===== src/rtl/ising_metropolis_spin_flip_assert.svh =====
// assertion macros for the spin-flip engine
`ifndef ISING_METROPOLIS_SPIN_FLIP_ASSERT_SVH
`define ISING_METROPOLIS_SPIN_FLIP_ASSERT_SVH

// same-cycle implication
`define IMSF_ASSERT_NOW(label, ante, cons, msg) \
  label: assert property (@(posedge clk) disable iff (rst) (ante) |-> (cons)) \
    else $error(msg);

// next-cycle implication
`define IMSF_ASSERT_NEXT(label, ante, cons, msg) \
  label: assert property (@(posedge clk) disable iff (rst) (ante) |=> (cons)) \
    else $error(msg);

`endif


===== src/rtl/imsf_pkg.sv =====
// shared constants, codes and index helpers for the spin-flip engine
package imsf_pkg;

  localparam int SIDE   = 32;
  localparam int IDX_W  = $clog2(SIDE);
  localparam int SITES  = SIDE * SIDE;
  localparam int SUM_W  = 12;
  localparam int LIM_W  = 17;
  localparam int DRAW_W = 16;
  localparam int CFG_W  = 1;

  localparam logic MODE_FLIP = 1'b0;
  localparam logic MODE_FILL = 1'b1;

  localparam logic [CFG_W-1:0] CFG_LIMIT_SMALL = 1'b0;
  localparam logic [CFG_W-1:0] CFG_LIMIT_LARGE = 1'b1;

  localparam logic [SUM_W-1:0] SUM_RESET = SUM_W'(SITES);

  function automatic logic [IDX_W-1:0] wrap_up(input logic [IDX_W-1:0] idx);
    logic [IDX_W-1:0] res;
    if (idx == IDX_W'(SIDE - 1)) res = '0;
    else res = idx + IDX_W'(1);
    return res;
  endfunction

  function automatic logic [IDX_W-1:0] wrap_down(input logic [IDX_W-1:0] idx);
    logic [IDX_W-1:0] res;
    if (idx == '0) res = IDX_W'(SIDE - 1);
    else res = idx - IDX_W'(1);
    return res;
  endfunction

endpackage


===== src/rtl/imsf_ram.sv =====
// generic single-write ram with registered read
module imsf_ram #(
  parameter int WIDTH = 32,
  parameter int DEPTH = 32
) (
  input  logic                     clk,
  input  logic                     we,
  input  logic [$clog2(DEPTH)-1:0] waddr,
  input  logic [WIDTH-1:0]         wdata,
  input  logic                     re,
  input  logic [$clog2(DEPTH)-1:0] raddr,
  output logic [WIDTH-1:0]         rdata
);

  logic [WIDTH-1:0] mem [DEPTH];

  always_ff @(posedge clk) begin
    if (we) begin
      mem[waddr] <= wdata;
    end
    if (re) begin
      rdata <= mem[raddr];
    end
  end

endmodule


===== src/rtl/ising_metropolis_spin_flip.sv =====
// metropolis spin-flip engine for a periodic 2d ising lattice
// an accepted item passes the stage register, then the result register
// throughput: one item per cycle unless result_ready stalls; each row memory: one read, one write per cycle
// a row written on one edge reaches the next item through a forwarding register
// reset: synchronous; all rows read as +1 through cleared row valid bits, sum 1024, limits 0
// no clearing pass: the block accepts items in the first cycle after reset
module ising_metropolis_spin_flip (
  input  logic                            clk,
  input  logic                            rst,
  input  logic                            cfg_we,
  input  logic [imsf_pkg::CFG_W-1:0]      cfg_index,
  input  logic [imsf_pkg::LIM_W-1:0]      cfg_data,
  input  logic                            item_valid,
  output logic                            item_ready,
  input  logic                            mode,
  input  logic [imsf_pkg::IDX_W-1:0]      row,
  input  logic [imsf_pkg::IDX_W-1:0]      col,
  input  logic [imsf_pkg::DRAW_W-1:0]     uniform_draw,
  output logic                            result_valid,
  input  logic                            result_ready,
  output logic                            flipped,
  output logic                            site_spin,
  output logic signed [imsf_pkg::SUM_W-1:0] magnetization
);

  import imsf_pkg::*;

  logic [LIM_W-1:0] limit_small;
  logic [LIM_W-1:0] limit_large;

  logic              p_valid;
  logic              p_mode;
  logic [IDX_W-1:0]  p_row;
  logic [IDX_W-1:0]  p_col;
  logic [DRAW_W-1:0] p_draw;
  logic              fwd_valid;
  logic [IDX_W-1:0]  fwd_row;
  logic [SIDE-1:0]   fwd_data;

  logic [SIDE-1:0]   row_valid;
  logic [SUM_W-1:0]  spin_sum;
  logic [SUM_W-1:0]  spin_sum_next;

  logic              accept;
  logic              move;
  logic              wr_en;
  logic [SIDE-1:0]   wr_data;

  logic [IDX_W-1:0]  row_up;
  logic [IDX_W-1:0]  row_dn;
  logic [SIDE-1:0]   ram_up;
  logic [SIDE-1:0]   ram_cur;
  logic [SIDE-1:0]   ram_dn;
  logic [SIDE-1:0]   bits_up;
  logic [SIDE-1:0]   bits_cur;
  logic [SIDE-1:0]   bits_dn;

  logic              s;
  logic [3:0]        aligned;
  logic [2:0]        k;
  logic              do_flip;

  assign move       = p_valid & (~result_valid | result_ready);
  assign item_ready = ~p_valid | move;
  assign accept     = item_valid & item_ready;

  // config registers
  always_ff @(posedge clk) begin
    if (rst) begin
      limit_small <= '0;
      limit_large <= '0;
    end else if (cfg_we) begin
      case (cfg_index)
        CFG_LIMIT_SMALL: limit_small <= cfg_data;
        CFG_LIMIT_LARGE: limit_large <= cfg_data;
        default: ;
      endcase
    end
  end

  // row memories, one per read port, written together
  imsf_ram #(.WIDTH(SIDE), .DEPTH(SIDE)) u_ram_up (
    .clk(clk), .we(wr_en), .waddr(p_row), .wdata(wr_data),
    .re(accept), .raddr(wrap_up(row)), .rdata(ram_up)
  );

  imsf_ram #(.WIDTH(SIDE), .DEPTH(SIDE)) u_ram_cur (
    .clk(clk), .we(wr_en), .waddr(p_row), .wdata(wr_data),
    .re(accept), .raddr(row), .rdata(ram_cur)
  );

  imsf_ram #(.WIDTH(SIDE), .DEPTH(SIDE)) u_ram_dn (
    .clk(clk), .we(wr_en), .waddr(p_row), .wdata(wr_data),
    .re(accept), .raddr(wrap_down(row)), .rdata(ram_dn)
  );

  // stage register
  always_ff @(posedge clk) begin
    if (rst) begin
      p_valid   <= 1'b0;
      fwd_valid <= 1'b0;
    end else begin
      if (accept) begin
        p_valid   <= 1'b1;
        fwd_valid <= wr_en;
      end else if (move) begin
        p_valid   <= 1'b0;
      end
    end
    if (accept) begin
      p_mode   <= mode;
      p_row    <= row;
      p_col    <= col;
      p_draw   <= uniform_draw;
      fwd_row  <= p_row;
      fwd_data <= wr_data;
    end
  end

  assign row_up = wrap_up(p_row);
  assign row_dn = wrap_down(p_row);

  // forwarded write, else stored row, else untouched row of +1
  always_comb begin
    if (fwd_valid && fwd_row == row_up) bits_up = fwd_data;
    else if (row_valid[row_up]) bits_up = ram_up;
    else bits_up = '1;
    if (fwd_valid && fwd_row == p_row) bits_cur = fwd_data;
    else if (row_valid[p_row]) bits_cur = ram_cur;
    else bits_cur = '1;
    if (fwd_valid && fwd_row == row_dn) bits_dn = fwd_data;
    else if (row_valid[row_dn]) bits_dn = ram_dn;
    else bits_dn = '1;
  end

  assign s = bits_cur[p_col];
  assign aligned[0] = ~(bits_up[p_col] ^ s);
  assign aligned[1] = ~(bits_dn[p_col] ^ s);
  assign aligned[2] = ~(bits_cur[wrap_up(p_col)] ^ s);
  assign aligned[3] = ~(bits_cur[wrap_down(p_col)] ^ s);
  assign k = 3'(aligned[0]) + 3'(aligned[1]) + 3'(aligned[2]) + 3'(aligned[3]);

  // energy rise in units of 2J is 2k-4
  always_comb begin
    if (k <= 3'd2) do_flip = 1'b1;
    else if (k == 3'd3) do_flip = {1'b0, p_draw} < limit_small;
    else do_flip = {1'b0, p_draw} < limit_large;
  end

  assign wr_en   = move & (p_mode == MODE_FLIP) & do_flip;
  assign wr_data = bits_cur ^ (SIDE'(1) << p_col);

  always_comb begin
    if (p_mode == MODE_FILL) spin_sum_next = SUM_RESET;
    else if (!do_flip) spin_sum_next = spin_sum;
    else if (s) spin_sum_next = spin_sum - SUM_W'(2);
    else spin_sum_next = spin_sum + SUM_W'(2);
  end

  // lattice bookkeeping and result register
  always_ff @(posedge clk) begin
    if (rst) begin
      row_valid    <= '0;
      spin_sum     <= SUM_RESET;
      result_valid <= 1'b0;
    end else begin
      if (move) begin
        spin_sum     <= spin_sum_next;
        result_valid <= 1'b1;
        if (p_mode == MODE_FILL) begin
          row_valid <= '0;
        end else if (wr_en) begin
          row_valid[p_row] <= 1'b1;
        end
      end else if (result_ready) begin
        result_valid <= 1'b0;
      end
    end
    if (move) begin
      flipped       <= (p_mode == MODE_FLIP) & do_flip;
      site_spin     <= (p_mode == MODE_FILL) ? 1'b1 : (s ^ do_flip);
      magnetization <= spin_sum_next;
    end
  end

`include "ising_metropolis_spin_flip_assert.svh"

  `IMSF_ASSERT_NEXT(a_fill_result, move && p_mode == MODE_FILL,
    !flipped && site_spin && row_valid == '0, "fill item left a stale lattice or result")
  `IMSF_ASSERT_NEXT(a_sum_idle, !move, spin_sum == $past(spin_sum),
    "magnetization changed with no item leaving the stage")
  `IMSF_ASSERT_NEXT(a_sum_reject, move && p_mode == MODE_FLIP && !do_flip,
    $stable(spin_sum) && !flipped, "rejected flip changed magnetization")
  `IMSF_ASSERT_NEXT(a_stage_hold, p_valid && !move,
    p_valid && $stable(p_row) && $stable(p_col), "stalled stage item lost")
  `IMSF_ASSERT_NOW(a_result_sum, result_valid, magnetization == spin_sum,
    "result magnetization differs from running sum")

endmodule

===== config.mk =====
export PLATFORM = sky130hd
export DESIGN_NAME = ising_metropolis_spin_flip
export DESIGN_NICKNAME = d
export VERILOG_FILES = /design/src/rtl/imsf_pkg.sv /design/src/rtl/imsf_ram.sv /design/src/rtl/ising_metropolis_spin_flip.sv
export VERILOG_INCLUDE_DIRS = /design/src /design/src/rtl
export SDC_FILE = /design/constraint.sdc
export NUM_CORES = 2
export LEC_CHECK = 0
export ABC_AREA = 1
export BUFFER_PORTS_ARGS = -buffer_cell sky130_fd_sc_hd__buf_2
export CAP_MARGIN = 30
export CORE_MARGIN = 5
export CORE_UTILIZATION = 23
export CTS_BUF_LIST = sky130_fd_sc_hd__clkbuf_4
export CTS_CLUSTER_DIAMETER = 200
export DETAILED_ROUTE_END_ITERATION = 6
export GPL_TIMING_DRIVEN = 0
export PLACE_DENSITY = 0.34
export REMOVE_ABC_BUFFERS = 1
export SKIP_LAST_GASP = 1
export SLEW_MARGIN = 15
export SYNTH_ARGS = -nofsm -noshare
export SYNTH_HDL_FRONTEND = slang
export SYNTH_SLANG_ARGS = --single-unit

===== constraint.sdc =====
create_clock -name clk -period 8 [get_ports clk]
set_input_delay 0.8 -clock clk [delete_from_list [all_inputs] [get_ports clk]]
set_output_delay 0.8 -clock clk [all_outputs]
set_load 0.05 [all_outputs]

* Word level (Yosys, flattened, before mapping)
Memory sizes are Yosys's and may differ from the RTL's. A register that Yosys moved wholly into a read port is not among the register bits. Index checks and enable logic that the tools add are counted.
Word-level totals: flip-flop bits (word level) 159, latch bits 0, bits in writable memories 3072, bits in read-only memories 0, output and inout port bits 16, memories kept 3
Cells by class: add/subtract/negate cells 11, multipliers 0, divide/modulo/power cells 0, magnitude comparators 10, eq/ne operators 7, shift-type cells 1, muxes and demuxes 43, bitwise logic cells 22, reductions and logical operators 13
Memories:
- u_ram_cur.mem | words 32, width 32, rd ports 1, clocked after memory_dff 1, wr ports 1, RTL line imsf_ram.sv:15 | logic [WIDTH-1:0] mem [DEPTH];
- u_ram_dn.mem | words 32, width 32, rd ports 1, clocked after memory_dff 1, wr ports 1, RTL line imsf_ram.sv:15
- u_ram_up.mem | words 32, width 32, rd ports 1, clocked after memory_dff 1, wr ports 1, RTL line imsf_ram.sv:15
Operator list (number):
- 32-bit two-way mux | 8
- 1-bit binary-select mux with 5-bit select | 8
- 5-bit by 6-bit less-than comparator with 1-bit output (second input constant) | 6
- 12-bit two-way mux | 3
- 16-bit by 17-bit less-than comparator with 1-bit output | 2
- 32-bit bitwise OR | 1
- 1-bit by 5-bit left shift with 32-bit output (first input constant) | 1
- 32-bit XOR | 1
- 5-bit two-way mux | 6
- 1-bit two-way mux | 17
- 5-bit by 1-bit adder with 5-bit output (second input constant) | 3
- 5-bit == test | 3
- 5-bit == test (second input constant) | 3
- 5-bit zero test | 3
- 5-bit by 1-bit subtractor with 5-bit output (second input constant) | 3
- 12-bit by 2-bit adder with 12-bit output (second input constant) | 1
- 12-bit by 2-bit subtractor with 12-bit output (second input constant) | 1
- 1-bit NOT | 8
- 2-bit AND reduction | 3
- 2-bit nonzero test | 3
- 1-bit bitwise AND | 5
- 1-bit demux with 5-bit select | 1
- 5-bit by 1-bit >= comparator with 1-bit output (second input constant) | 1
- 1-bit XOR | 5
- 7 further kinds | 11

* Longest topological paths before layout
depth after elaboration 19, mapped depth 41

* Hierarchy
From an unflattened synthesis, not the netlist that was laid out.
Second synthesis, totals: cell total of the unflattened synthesis 12305, area, all modules 140023.0 µm²
By module, submodules not included:
- imsf_ram | times used 3, cells each 3536, area an instance 42726.0 µm²
- ising_metropolis_spin_flip | times used 1, cells each 1697, area an instance 11845.1 µm²

* Least setup slack after synthesis
Ideal clock, no wire load.
path kind flip-flop to flip-flop, from register p_row[0], to memory u_ram_dn.mem[10][0], enable pin, data arrival time 5.550 ns, required time 7.613 ns, slack 2.064 ns, cell stages (with the launch flop) 35, buffers on the path 1, clock period less this slack 5.936 ns, cells stage by stage edfxtp_1 -> ha_1 -> nand2_1 -> nor2_1 -> ha_1 -> inv_1 -> nand3_2 -> xor2_1 -> a21oi_1 -> nand2_2 -> inv_2 -> buf_4 -> nor2_1 -> o311ai_0 -> nand3_1 -> nand2_1 -> o21ai_1 -> nand2_1 -> xor2_1 -> fa_1 -> inv_1 -> ha_1 -> inv_1 -> ha_1 -> nand2_1 -> nor2_1 -> a211oi_1 -> nand2_1 -> nand3_2 -> nand2_1 -> inv_2 -> nand2_1 -> nor2_4 -> nand2_1 -> inv_1
On the way: word-level cells in the longest chain between the ends 19, elaborated cells between the ends (all ways) 52, those cells by class 5 x add/sub; 1 x order compare; 5 x eq/ne; 28 x mux; 9 x bitwise; 4 x reduce/logical
RTL lines:
- start, declared | RTL line ising_metropolis_spin_flip.sv:33 | logic [IDX_W-1:0] p_row;
- start signal, assigned | RTL line ising_metropolis_spin_flip.sv:112 | p_row <= row;
- parallel branches: the longest is 19 deep, another holds 5-bit by 1-bit adder with 5-bit output
- end, declared | RTL line imsf_ram.sv:15
Several ways; the timed one is not identified. The select of a mux whose other input is x is not followed.

* Worst setup path after layout
from register p_col[1], to memory u_ram_up.mem[9][5], enable pin
On the way: word-level cells in the longest chain between the ends 14, elaborated cells between the ends (all ways) 34, those cells by class 5 x add/sub; 1 x order compare; 2 x eq/ne; 16 x mux; 9 x bitwise; 1 x reduce/logical
RTL lines:
- start, declared | RTL line ising_metropolis_spin_flip.sv:34 | logic [IDX_W-1:0] p_col;
- start signal, assigned | RTL line ising_metropolis_spin_flip.sv:113 | p_col <= col;
- 5-bit by 1-bit adder with 5-bit output / 5-bit == test (equally long branches) | RTL line imsf_pkg.sv:23, imsf_pkg.sv:22
- 5-bit two-way mux | RTL line imsf_pkg.sv:22 | if (idx == IDX_W'(SIDE - 1)) res = '0;
- 1-bit binary-select mux with 5-bit select | RTL line ising_metropolis_spin_flip.sv:139 | assign aligned[2] = ~(bits_cur[wrap_up(p_col)] ^ s);
- 1-bit two-way mux (implied by the code) | RTL line ising_metropolis_spin_flip.sv:139
- 1-bit XOR | RTL line ising_metropolis_spin_flip.sv:139
- 1-bit NOT | RTL line ising_metropolis_spin_flip.sv:139
- 2-bit by 1-bit adder with 3-bit output | RTL line ising_metropolis_spin_flip.sv:141 | assign k = 3'(aligned[0]) + 3'(aligned[1]) + 3'(aligned[2]) + 3'(aligned[3]);
- 3-bit by 1-bit adder with 3-bit output (*) | RTL line ising_metropolis_spin_flip.sv:141
- parallel branches: the longest is 2 deep, another holds 3-bit by 2-bit <= comparator with 1-bit output
- 1-bit two-way mux (*) | RTL line ising_metropolis_spin_flip.sv:145 | if (k <= 3'd2) do_flip = 1'b1;
- 1-bit bitwise AND (*) | RTL line ising_metropolis_spin_flip.sv:150 | assign wr_en = move & (p_mode == MODE_FLIP) & do_flip;
- 1-bit two-way mux (*) | RTL line imsf_ram.sv:18 | if (we) begin
- 1-bit two-way mux (implied by the code) (*) | RTL line imsf_ram.sv:19 | mem[waddr] <= wdata;
- end, declared | RTL line imsf_ram.sv:15
Every way passes the cells marked *. The select of a mux whose other input is x is not followed.

==> results.md <==
- The reg-to-reg critical path endpoint is u_ram_up.mem[9][5].
- The detail-routed net length per standard cell is 29.2 µm.
- The share of synthesized area occupied by flip-flops and latches is 0.519.
- The leakage component of the power is 29.7 nW.
- The number of buffers added on ports is 65.
- The synthesized design spends more area on one cell type than any other, namely edfxtp_1.
- The part of the power in registers is 0.431.
- The final setup violation count is 0.
- Measured in cells, the most critical reg-to-reg path has a length of 33.
- The insertion delay of the later-clocked pin in the worst-skew pair is 1.42 ns.
- Yosys attributes the largest share of cell area to edfxtp_1, o21ai_0, nor2_1.
- The most common flop cell mapped by yosys is edfxtp_1.
- The initial antenna violation count is 21.
- Clock-pin slew was measured on the worst setup and hold paths at 0.07 ns.
- The part of the cycle the worst path needs is 0.968.
- The end of the worst hold path is p_draw[2].
- Internal power comes to 12.0 mW.
- In this run, synthesis inferred 1,198 flip-flops with an integrated enable.
- The fraction of post-synthesis cell area in the top cell type by area is 0.496.
- The clock tree from TritonCTS is done.
- The cell with the largest stage delay on the worst path is edfxtp_1.
- Entering global routing, the biggest net connects 118 pins.
- The post-detailed-routing wire length is 379,000 µm.
- The cell count after synthesis is 8,494.
- The worst hold slack is 0.196 ns.
- After detailed placement, the design holds a cell count of 12,195.
- The HPWL after detailed placement is 210,000 µm.
- The fraction of synthesis flops using an asynchronous set or reset pin is 0.
- The worst clock skew is 0.131 ns.
- The launching element type of the critical path is a flip-flop.
- The number of max-slew violations in the final report is 0.
- The final hold violation count was 0.
- The leading cell type in the layout, fill and taps excluded is o21ai_0.
- The number of cells on the worst hold path is 2.
- The endpoint type of the worst setup path is a flip-flop.
- Headroom to the max-slew limit came out at 0.341.
- The Yosys warning count is 0.
- The post-synthesis instance area is 72,500 µm².
- The post-layout total power is 17.8 mW.
- The H-tree level count is 5.
- The checks that failed: DRC.
- The placer congestion estimate is 0.811.
- The utilization after layout is 0.278.
- The number of sinks on the clock net is 1,279.
- The class of the most critical hold timing path is in -> reg.
- The longest individual stage delay on the worst path is 0.89 ns.
- The source of the worst register-to-register timing path is p_col[1].
- Of the total power, combinational logic draws 0.197.
- In this run the remaining antenna-violating nets after routing total 0.
- For this run, the total global-route usage over all layers was measured as 0.217.
- After global routing the overflow that remains totals 0.
- The count of filler cells inserted in the layout is 33,107.
- The via count of the first global-routing pass is 69,657.
- In this run the horizontal extent of the chip is 571 µm.
- In this run the most critical hold path is launched from uniform_draw[2].
- After detailed routing, the number of remaining DRC violations is 1.
- The worst path needs 7.74 ns of the cycle, external delays included.
- The I/O pin count is 66.
- The measured slew at the worst slew-check pin is 0.986 ns.
- The starting density of the core is 0.230.
- The die covers 326,000 µm².
- The data arrival time of the critical path is 8.75 ns.
- The largest fanout on the critical path is 17.
- The pre-CTS setup slack is -1.62 ns.
- The run finished, with violations left.
- The routed layout has 71,464 vias.
- The first global-routing pass estimated 516,000 µm of wire.
- The tree is rooted in a clkbuf_4.
- The setup check on the worst reg-to-reg path leaves a slack of 0.26 ns.
- After floorplanning, the core was divided into 206 placement rows.
- The floorplan step defined a core boundary enclosing 314,000 µm².
- The switching power total is 5.79 mW.
- The pre-antenna-repair detailed-routing pass consisted of 7 iterations.
- The area of all placed cells without fillers is 87,400 µm².
- The maximum ir drop on the vdd rail is 100 µV.
- Setup repair after global routing left no endpoint under its margin.
- The critical path is of the reg -> reg type.
- The total of max-cap violations is 0.
- The height of the die is 571 µm.
- The share of total power dissipated in the clock network is 0.373.
- The switching power as a share of total power is 0.325.
- The share of layout cells above drive strength 1 is 0.123.
- The maximum number of buffers from clock root to sink is 4.
- Dividing the detail-routed via count by the number of cells gives 5.50.
- The initial detailed-routing violation count is 7,694.
- After synthesis, the netlist uses 66 different library cells.
- Counting the buffers created by CTS gives 397.
- The area growth from synthesis to layout is 20.6%.
- Data on the critical path is required at its endpoint by 9.00 ns.
- The final setup TNS is 0 ns.
- For this design the ratio of total power to cell area is 204 nW/µm².
- The final cell count without fillers is 12,999.
- The number of nets in the final layout is 8,670.
- After layout, the worst setup slack is 0.255 ns.
- The area of placed instances is 80,700 µm².
- Leaving out fill and tap cells, the most frequent cells in the layout are o21ai_0, nor2_1, edfxtp_1.
- The timing-limited maximum frequency is 129 MHz.
- By instance count, the cell type seen most on the critical path is nand2_1.
- The synthesized design contains 1,279 register bits.
- A synthesized cell averages 8.53 µm².
power groups by stage:
stage,Combinational [mW],Sequential [mW],Clock [mW]
floorplan,1.88,7.81,0
global placement,3.50,7.85,0
detailed placement,3.39,7.81,0
CTS,3.46,7.67,6.89
global route,3.76,7.67,7.23
finish,3.50,7.67,6.64
metal layers:
layer  global-route usage  vias to the layer above  part of all wire  wire, µm
li1                     -                    30946                 -         -
met1                0.284                    35406              0.42    159000
met2                0.347                     4160              0.44    168000
met3               0.0397                      948             0.085     32200
met4                0.104                        4             0.052     19600
met5                    0                        -          0.000087        33
what timing repair did:
| item | CTS | global route |
|---|---|---|
| gates cloned | 5 | 11 |
| gates resized for setup | 57 | 36 |
| hold buffers | 66 | 0 |
| setup buffers | 25 | 17 |
| pin swaps | 8 | 4 |
| endpoints found under the setup margin | 1066 | 711 |
| hold endpoints to repair | 83 | 0 |
logic make-up (layout without fill, tap and decap cells):
logic type / count (synthesis) / in the layout / share of synthesized area
adder cells (fa/ha/maj): 61 / 61 / 0.0107
other: 0 / 2 / 0
AND/OR/NAND/NOR: 2746 / 2749 / 0.151
AO/OA/AOI/OAI: 3191 / 3191 / 0.249
XOR/XNOR: 47 / 47 / 0.00568
buffers and inverters: 1162 / 1502 / 0.0632
multiplexers: 8 / 8 / 0.00111
flip-flops: 1279 / 1279 / 0.519
how the worst max path moves through the flow:
| stage | end | startpoint |
|---|---|---|
| after CTS | u_ram_up.mem[22][28] | p_row[1] |
| final | u_ram_up.mem[9][5] | p_col[1] |
| after detailed placement | u_ram_up.mem[8][22] | p_row[1] |
| after global placement | u_ram_up.rdata[7] | row[0] |
| after global routing | u_ram_up.mem[14][2] | p_row[0] |
| after floorplan | u_ram_up.rdata[1] | row[3] |
critical path: cells and delay by family (launching register included):
kind / cells / cell delay (ns)
adder cells (fa/ha/maj): 4 / 1.38
AO/OA/AOI/OAI: 4 / 0.63
AND/OR/NAND/NOR: 15 / 2.00
buffers and inverters: 9 / 2.13
flip-flops: 1 / 0.89
XOR/XNOR: 1 / 0.24
Yosys cell counts (56+ instances only):
| cell type | number |
|---|---|
| o21ai_0 | 1693 |
| nor2_1 | 1569 |
| edfxtp_1 | 1198 |
| nand2_1 | 843 |
| clkbuf_1 | 583 |
| o22ai_1 | 577 |
| a21oi_1 | 444 |
| inv_1 | 408 |
| nand3_1 | 241 |
| o211ai_1 | 150 |
| o221ai_1 | 94 |
| dfxtp_1 | 81 |
| buf_1 | 67 |
| ha_1 | 59 |
| buf_2 | 56 |
sequential cells by signal, summed over array words and instances, names as in the netlist, 17 cells and up:
register and cells:
row_valid 32, u_ram_dn.rdata 32, fwd_data 32, u_ram_cur.rdata 32
limit_small 17, limit_large 17, u_ram_up.rdata 32, u_ram_up.mem 544
u_ram_dn.mem 480
cell type report:
type	count	area, µm²	share of cell area
clock buffers	548	4110	0.0471
flip-flops and latches	1279	37600	0.430
clock inverters	129	758	0.00867
repair buffers	386	6550	0.0749
well taps	4160	5200	0.0596
inverters	438	2060	0.0236
diodes	2	5.00	0.0000573
repair inverters	1	7.51	0.0000859
multi-input cells	6056	31100	0.356
No activity file was read; power rests on OpenSTA's default activity.
